## config.mk

```make
export PLATFORM = sky130hd
export DESIGN_NAME = rhist_outq
export DESIGN_NICKNAME = d
export VERILOG_FILES = /design/src/design/rhist_pkg.sv /design/src/design/rhist_outq.sv
export SDC_FILE = /design/constraint.sdc
export NUM_CORES = 1
export LEC_CHECK = 0
export ABC_AREA = 1
export BUFFER_PORTS_ARGS = -buffer_cell sky130_fd_sc_hd__buf_2
export CAP_MARGIN = 10
export CORE_MARGIN = 5
export CORE_UTILIZATION = 52
export CTS_BUF_LIST = sky130_fd_sc_hd__clkbuf_16
export CTS_CLUSTER_DIAMETER = 200
export DETAILED_ROUTE_END_ITERATION = 16
export GPL_TIMING_DRIVEN = 0
export PLACE_DENSITY = 0.86
export SETUP_SLACK_MARGIN = 0.5
export SLEW_MARGIN = 20
export SYNTH_ARGS = -nofsm -noshare
export SYNTH_HDL_FRONTEND = slang
export SYNTH_SLANG_ARGS = --single-unit
```

## constraint.sdc

```tcl
create_clock -name clk -period 5.1 [get_ports clk]
set_clock_uncertainty 0.1 [all_clocks]
set_input_delay 1.02 -clock clk [delete_from_list [all_inputs] [get_ports clk]]
set_output_delay 1.02 -clock clk [all_outputs]
set_load 0.005 [all_outputs]
```

## src/design/rhist_pkg.sv

```systemverilog
`timescale 1ns / 1ps

package rhist_pkg;

    localparam int BIN_COUNT   = 256;
    localparam int COUNT_WIDTH = 24;
    localparam int PIX_W       = 8;
    localparam int OUT_W       = 24;
    localparam int ADDR_W      = (BIN_COUNT > 1) ? $clog2(BIN_COUNT) : 1;

    localparam logic [PIX_W:0]         BIN_LIMIT = (PIX_W + 1)'(BIN_COUNT);
    localparam logic [COUNT_WIDTH-1:0] COUNT_MAX = {COUNT_WIDTH{1'b1}};

    localparam logic KIND_PIXEL = 1'b0;
    localparam logic KIND_READ  = 1'b1;

    typedef struct packed {
        logic             kind;
        logic [PIX_W-1:0] pixel_blue;
        logic [PIX_W-1:0] pixel_green;
        logic [PIX_W-1:0] pixel_red;
        logic [PIX_W-1:0] read_bin;
    } item_t;

    typedef struct packed {
        logic [PIX_W-1:0] bin_echo;
        logic [OUT_W-1:0] red_count;
        logic [OUT_W-1:0] green_count;
        logic [OUT_W-1:0] blue_count;
    } result_t;

    typedef struct packed {
        logic              act;
        logic              clr;
        logic [ADDR_W-1:0] addr;
    } bank_req_t;

    function automatic logic in_bins(input logic [PIX_W-1:0] v);
        return {1'b0, v} < BIN_LIMIT;
    endfunction

    function automatic logic [ADDR_W-1:0] bin_addr(input logic [PIX_W-1:0] v);
        logic [PIX_W+ADDR_W-1:0] ext;
        ext = {{ADDR_W{1'b0}}, v};
        return ext[ADDR_W-1:0];
    endfunction

    function automatic logic [OUT_W-1:0] to_out(input logic [COUNT_WIDTH-1:0] c);
        logic [OUT_W+COUNT_WIDTH-1:0] ext;
        ext = {{OUT_W{1'b0}}, c};
        return ext[OUT_W-1:0];
    endfunction

endpackage

```

## src/design/rhist_outq.sv

```systemverilog
`timescale 1ns / 1ps

module rhist_outq
    import rhist_pkg::*;
(
    input  logic        clk,
    input  logic        rst_n,
    input  logic        push,
    input  result_t     push_data,
    output logic        valid,
    input  logic        stall,
    output result_t     data,
    output logic [1:0]  fill
);

    result_t    ent_reg [2];
    logic       wr_ptr_reg;
    logic       rd_ptr_reg;
    logic [1:0] fill_reg;
    logic [1:0] fill_next;
    logic       pop;

    assign valid = (fill_reg != 2'd0);
    assign data  = ent_reg[rd_ptr_reg];
    assign fill  = fill_reg;
    assign pop   = valid && !stall;

    always_comb
    begin
        fill_next = fill_reg;
        if (push && !pop)
        begin
            fill_next = fill_reg + 2'd1;
        end
        else if (pop && !push)
        begin
            fill_next = fill_reg - 2'd1;
        end
    end

    always_ff @(posedge clk)
    begin
        if (push)
        begin
            ent_reg[wr_ptr_reg] <= push_data;
        end
    end

    always_ff @(posedge clk or negedge rst_n)
    begin
        if (!rst_n)
        begin
            wr_ptr_reg <= 1'b0;
            rd_ptr_reg <= 1'b0;
            fill_reg   <= 2'd0;
        end
        else
        begin
            fill_reg <= fill_next;
            if (push)
            begin
                wr_ptr_reg <= !wr_ptr_reg;
            end
            if (pop)
            begin
                rd_ptr_reg <= !rd_ptr_reg;
            end
        end
    end

endmodule

```

==> impl_metrics.env, run 1 <==
export IMPL_status="finished clean"
export IMPL_synth_nets=530
export IMPL_synth_edf_count=160
export IMPL_num_antenna_cells=0
export IMPL_maxSlewViolCount=0
export IMPL_die_h_um=118
export IMPL_wl_per_cell_um=16.0
export IMPL_final_setup_viol_count=0
export IMPL_routed_wl_mm=12.6
export IMPL_tns_ns=0
export IMPL_rsz0062_at_grt="no"
export IMPL_slew_headroom=0.493
export IMPL_remaining_drc_errors=0
export IMPL_synth_flop_cell="edfxtp_1"
export IMPL_ios=167
export IMPL_rows=39
export IMPL_firstDrtPassIters=4
export IMPL_root_buffer="clkbuf_16"
export IMPL_synthTopCellsByArea="edfxtp_1, nand2_1, buf_6"
export IMPL_met1_length_mm=4.80
export IMPL_cts_resized=0
export IMPL_p_leak_nw=3.43
export IMPL_finalHoldViolCount=0
export IMPL_design_area_um2=7770
export IMPL_ir_drop_v=0.000321
export IMPL_start_kind="register"
export IMPL_layout_drive_gt1_share=0.340
export IMPL_yosys_cell_count_top_type="nand2_1"
export IMPL_grt_pass1_wl_mm=20.0
export IMPL_tightest_slew_ns=0.759
export IMPL_insertion_delay_ns=0.41
export IMPL_synth_largest_area_cell="edfxtp_1"
export IMPL_grt_max_degree=57
export IMPL_routed_top_layer="met4"
export IMPL_worstPathArrival_ns=1.52
export IMPL_power_per_cell_area_nw_per_um2=567
export IMPL_cp_end_kind="primary output"
export IMPL_async_reset_ff_frac=0.0244
export IMPL_ys_types=14
export IMPL_place_area_um2=7200
export IMPL_syn_mean_instance_area_um2=13.6
export IMPL_maxCapViolCount=0
export IMPL_htreeDepth=4
export IMPL_reg2reg_depth=3
export IMPL_grt_total_usage=0.185
export IMPL_fmax_mhz=378
export IMPL_hold_path_class="input pin to asynchronous set/reset pin"
export IMPL_synth_top_cell_area_share=0.792
export IMPL_clock_path_buffers=2
export IMPL_cts_hold_buf=0
export IMPL_period_needed_ns=2.64
export IMPL_ys_ff_latch=164
export IMPL_syn_to_final_growth_pct=28.1
export IMPL_worst_setup_path_type="register to primary output"
export IMPL_r2r_setup_slack_ns=3.21
export IMPL_start_util=0.531
export IMPL_fillers=816
export IMPL_die_w_um=118
export IMPL_cts_setup_buffers=0
export IMPL_synth_cell_area_um2=6070
export IMPL_dp_cells=758
export IMPL_synth_common_cells="nand2_1, edfxtp_1, buf_6, buf_2, inv_1"
export IMPL_required_ns=3.98
export IMPL_netlist_instances=445
export IMPL_grt_overflow=0
export IMPL_core_um2=11400
export IMPL_path_max_fanout=10
export IMPL_numCtsBuffers=17
export IMPL_avgViaCountPerCell=4.86
export IMPL_cts_tree="yes"
export IMPL_cts_sinks=164
export IMPL_antenna_found_initial=1
export IMPL_grt_pass1_vias=4125
export IMPL_met3_length_um=939
export IMPL_globalplace_congestion=0.758
export IMPL_place_port_buffers=166
export IMPL_fin_crit_sh=0.518
export IMPL_ant_nets=0
export IMPL_largest_register_ffs=160
export IMPL_instances_no_fill=790
export IMPL_vias=3836
export IMPL_reg2reg_from="wr_ptr_reg"
export IMPL_hold_slack_ns=0.296
export IMPL_rr_endpoint="ent_reg[0][65]"
export IMPL_dieArea_um2=13900
export IMPL_seq_area_frac_synth=0.808
export IMPL_layout_nets=719
export IMPL_total_power_mw=4.41
export IMPL_ys_warnings_count=0
export IMPL_hpwl_mm=8.73
export IMPL_drt_iter0_drc=214
export IMPL_wl_met2_mm=6.54
export IMPL_clk_pin_slew_ns=0.06
==> metrics by stage <==
| stage | util | setup slack, ns |
|---|---|---|
| floorplan | - | 1.46 |
| global placement | 0.620 | 0.315 |
| detailed placement | 0.630 | 2.41 |
| CTS | 0.681 | 2.40 |
| global route | 0.681 | 2.37 |
| finish | 0.681 | 2.46 |
==> how the worst max path moves through the flow <==
stage / end / slack [ns] / depth (start not counted) / start
finish: data[67] / 2.46 / 6 / rd_ptr_reg
global route: data[67] / 2.37 / 6 / rd_ptr_reg
detailed placement: ent_reg[0][23] / 2.41 / 5 / push
CTS: data[67] / 2.40 / 6 / rd_ptr_reg
global placement: ent_reg[0][23] / 0.31 / 3 / push
floorplan: ent_reg[0][0] / 1.46 / 2 / push
==> critical path, stage by stage (launching register included) <==
cell,delay [ns]
dfrtp_1,0.37
buf_6,0.15
inv_6,0.15
buf_6,0.17
nand2_1,0.07
nand2_1,0.08
buf_2,0.11
==> power by group <==
part / internal (mW) / switching (mW)
Clock: 0.724 / 0.508
Combinational: 0.530 / 0.789
Sequential: 1.79 / 0.0690
Total: 3.04 / 1.37
==> cells by family after synthesis <==
family / share of synthesized area
xor gates and xnor gates: 0.00289
DFF: 0.808
buffers and inverters: 0.0295
and+or+nand+nor: 0.157
adders and majority gates: 0.00206
==> cell type report <==
class	count	area [µm²]	area share
flip-flops and latches	164	4900	0.631
multi-input cells	256	992	0.128
repair buffers	170	941	0.121
clock buffers	17	425	0.0547
well taps	143	179	0.0230
clock inverters	15	151	0.0195
plain buffers	17	144	0.0185
inverters	8	37.5	0.00483
==> placed cells by master (no fill, tap or decap), types with 2 or more instances in the layout <==
cell type	n
clkbuf_16	17
nand3_1	2
clkinv_2	3
inv_1	6
nand2_1	249
buf_2	173
buf_6	9
dfrtp_1	4
buf_16	4
inv_6	7
edfxtp_1	160
bufinv_16	2
clkinv_1	2
==> routing by layer <==
metal  track usage  vias up
li1              -     1881
met1         0.201     1786
met2         0.324      145
met3        0.0639       24
met4        0.0824        0
met5             0        -
Power figures use the tool's default switching activity.
==> inputs of run 2 (changes only) <==
--- a/config.mk
+++ b/config.mk
@@ -9,12 +9,12 @@
 export BUFFER_PORTS_ARGS = -buffer_cell sky130_fd_sc_hd__buf_2
 export CAP_MARGIN = 10
 export CORE_MARGIN = 5
-export CORE_UTILIZATION = 52
+export CORE_UTILIZATION = 47
 export CTS_BUF_LIST = sky130_fd_sc_hd__clkbuf_16
 export CTS_CLUSTER_DIAMETER = 200
 export DETAILED_ROUTE_END_ITERATION = 16
 export GPL_TIMING_DRIVEN = 0
-export PLACE_DENSITY = 0.86
+export PLACE_DENSITY = 0.83
 export SETUP_SLACK_MARGIN = 0.5
 export SLEW_MARGIN = 20
 export SYNTH_ARGS = -nofsm -noshare
==> constraint.sdc (replaced) <==
create_clock -name clk -period 2.3 [get_ports clk]
set_clock_uncertainty 0.1 [all_clocks]
set_input_delay 0.46 -clock clk [delete_from_list [all_inputs] [get_ports clk]]
set_output_delay 0.46 -clock clk [all_outputs]
set_load 0.005 [all_outputs]
==> run 2 against run 1 <==
Global-route usage fell by 1.8 points. Register-to-register slack worse by 2.6 ns. First-iteration DRC count is 15% lower. Cell area increased by 2.9%. Cell count increased by 4.4%. Worst hold slack got worse by 0.17 ns. Via count is 0.36% higher. Flip-flop and latch count stayed put. Critical path type unchanged.
==> impl_metrics.env, run 2 (same netlist as run 1, synthesis figures left out) <==
export IMPL_final_setup_viol_count=0
export IMPL_drt_iter0_drc=181
export IMPL_switching_power_mw=3.00
export IMPL_worst_setup_path_type="register to primary output"
export IMPL_slew_headroom=0.692
export IMPL_hpwl_mm=8.58
export IMPL_setup_ws_ns=0.294
export IMPL_root_buffer="clkbuf_16"
export IMPL_p_comb_frac=0.308
export IMPL_worstPathArrival_ns=1.45
export IMPL_layout_nets=727
export IMPL_cts_tree="yes"
export IMPL_avgViaCountPerCell=4.67
export IMPL_fin_crit_sh=0.872
export IMPL_grt_total_usage=0.166
export IMPL_p_seq_frac=0.404
export IMPL_layout_common_cells="nand2_1, buf_2, edfxtp_1"
export IMPL_fmax_mhz=499
export IMPL_numCtsBuffers=17
export IMPL_layout_drive_gt1_share=0.348
export IMPL_ios=167
export IMPL_place_port_buffers=166
export IMPL_p_int_mw=7.20
export IMPL_power_share_clock=0.288
export IMPL_finalHoldViolCount=0
export IMPL_endpoint="data[18]"
export IMPL_core_um2=12600
export IMPL_die_w_um=124
export IMPL_clock_path_buffers=2
export IMPL_status="finished clean"
export IMPL_hold_slack_ns=0.126
export IMPL_maxCapViolCount=0
export IMPL_largest_register_ffs=160
export IMPL_remaining_drc_errors=0
export IMPL_rows=41
export IMPL_grt_overflow=0
export IMPL_final_common_cell="nand2_1"
export IMPL_rr_endpoint="ent_reg[0][41]"
export IMPL_tightest_slew_ns=0.462
export IMPL_firstDrtPassIters=5
export IMPL_insertion_delay_ns=0.42
export IMPL_wl_per_cell_um=15.0
export IMPL_dpl_worst_slack_ns=0.119
export IMPL_path_max_fanout=11
export IMPL_htreeDepth=4
export IMPL_reg2reg_from="wr_ptr_reg"
export IMPL_vias=3850
export IMPL_cp_end_kind="primary output"
export IMPL_dieArea_um2=15300
export IMPL_grt_max_degree=34
export IMPL_hold_path_class="input pin to register"
export IMPL_start_util=0.481
export IMPL_ir_drop_v=0.000783
export IMPL_grt_pass1_vias=3900
export IMPL_grt_pass1_wl_mm=18.9
export IMPL_required_ns=1.74
export IMPL_clk_pin_slew_ns=0.06
export IMPL_switching_share=0.294
export IMPL_ant_nets=0
export IMPL_globalplace_congestion=0.707
export IMPL_die_h_um=124
export IMPL_r2r_setup_slack_ns=0.62
export IMPL_start_kind="register"
export IMPL_startpoint="rd_ptr_reg"
export IMPL_reg2reg_depth=3
export IMPL_power_per_cell_area_nw_per_um2=1270
export IMPL_rsz0062_at_grt="yes"
export IMPL_maxSlewViolCount=0
export IMPL_num_antenna_cells=0
export IMPL_period_needed_ns=2.01
export IMPL_antenna_found_initial=0
export IMPL_cts_sinks=164
export IMPL_syn_to_final_growth_pct=31.9
export IMPL_p_leak_nw=3.50
export IMPL_routed_wl_mm=12.4
run 2: cell count changes in the layout (fill, tap and decap cells not counted), sizes merged:
cell / delta
inv: -6
clkinv: +1
clkinvlp: +2
buf: +4
dlygate4sd3: +1
bufinv: +3
clkbuf: +1
run 2: how the worst min path moves through the flow:
| stage | from | to | slack [ns] | cells past startpoint |
|---|---|---|---|---|
| after floorplan | rst_n | fill[0] | 0.06 | 0 |
| after global placement | rst_n | rd_ptr_reg | 0.17 | 1 |
| after detailed placement | rst_n | wr_ptr_reg | 0.17 | 1 |
| after CTS | push_data[9] | ent_reg[0][9] | 0.11 | 1 |
| after global routing | push_data[12] | ent_reg[0][12] | 0.11 | 1 |
| final | push_data[12] | ent_reg[0][12] | 0.13 | 1 |
run 2: per-stage QoR:
step | power [mW] | instances | area (µm²) | TNS (ns) | utilization
3_3_place_gp | 6.95 | 783 | 7140 | -105.94 | 0.566
5_1_grt | 10.8 | 825 | 8000 | 0 | 0.634
4_1_cts | 10.3 | 822 | 7960 | 0 | 0.631
2_1_floorplan | 5.73 | 445 | 6090 | 0 | -
6_report | 10.2 | 825 | 8000 | 0 | 0.634
3_5_place_dp | 7.15 | 788 | 7260 | 0 | 0.575
run 2: repair_timing:
| action | 4_1_cts | 5_1_grt |
|---|---|---|
| hold buffers | 1 | 0 |
| setup buffers | 0 | 2 |
| endpoints found under the hold margin | 4 | 0 |
| cloned | 3 | 1 |
| setup endpoints to repair | 133 | 124 |
| resized for setup | 18 | 2 |
run 2: routing by layer:
metal / share of wire / track usage / up-vias
met2: 0.53 / 0.294 / 125
met4: 0.013 / 0.0602 / 0
met1: 0.39 / 0.194 / 1821
met5: 0 / 0 / -
met3: 0.068 / 0.0454 / 11
li1: - / - / 1893
run 2: critical path, cell delays in order, from the launching register on:
cell	delay, ns
dfrtp_1	0.39
buf_12	0.17
inv_12	0.09
buf_6	0.14
nand2_1	0.06
nand2_1	0.07
buf_2	0.11
run 2: power by group through the flow:
stage               clock network, mW  logic, mW  registers (mW)
floorplan                           0       1.57            4.17
global placement                    0       2.76            4.19
detailed placement                  0       2.97            4.18
CTS                              2.98       3.16            4.12
global route                     3.13       3.52            4.16
finish                           2.94       3.14            4.12
run 2: cell type report:
type / count / area [µm²]
Inverter: 8 / 58.8
Fill cell: 941 / 4620
Sequential cell: 164 / 4900
Timing Repair Buffer: 176 / 1000
Clock inverter: 13 / 190
Tap cell: 172 / 215
Multi-Input combinational cell: 256 / 995
Timing Repair inverter: 2 / 18.8
Buffer: 17 / 193
Clock buffer: 17 / 425
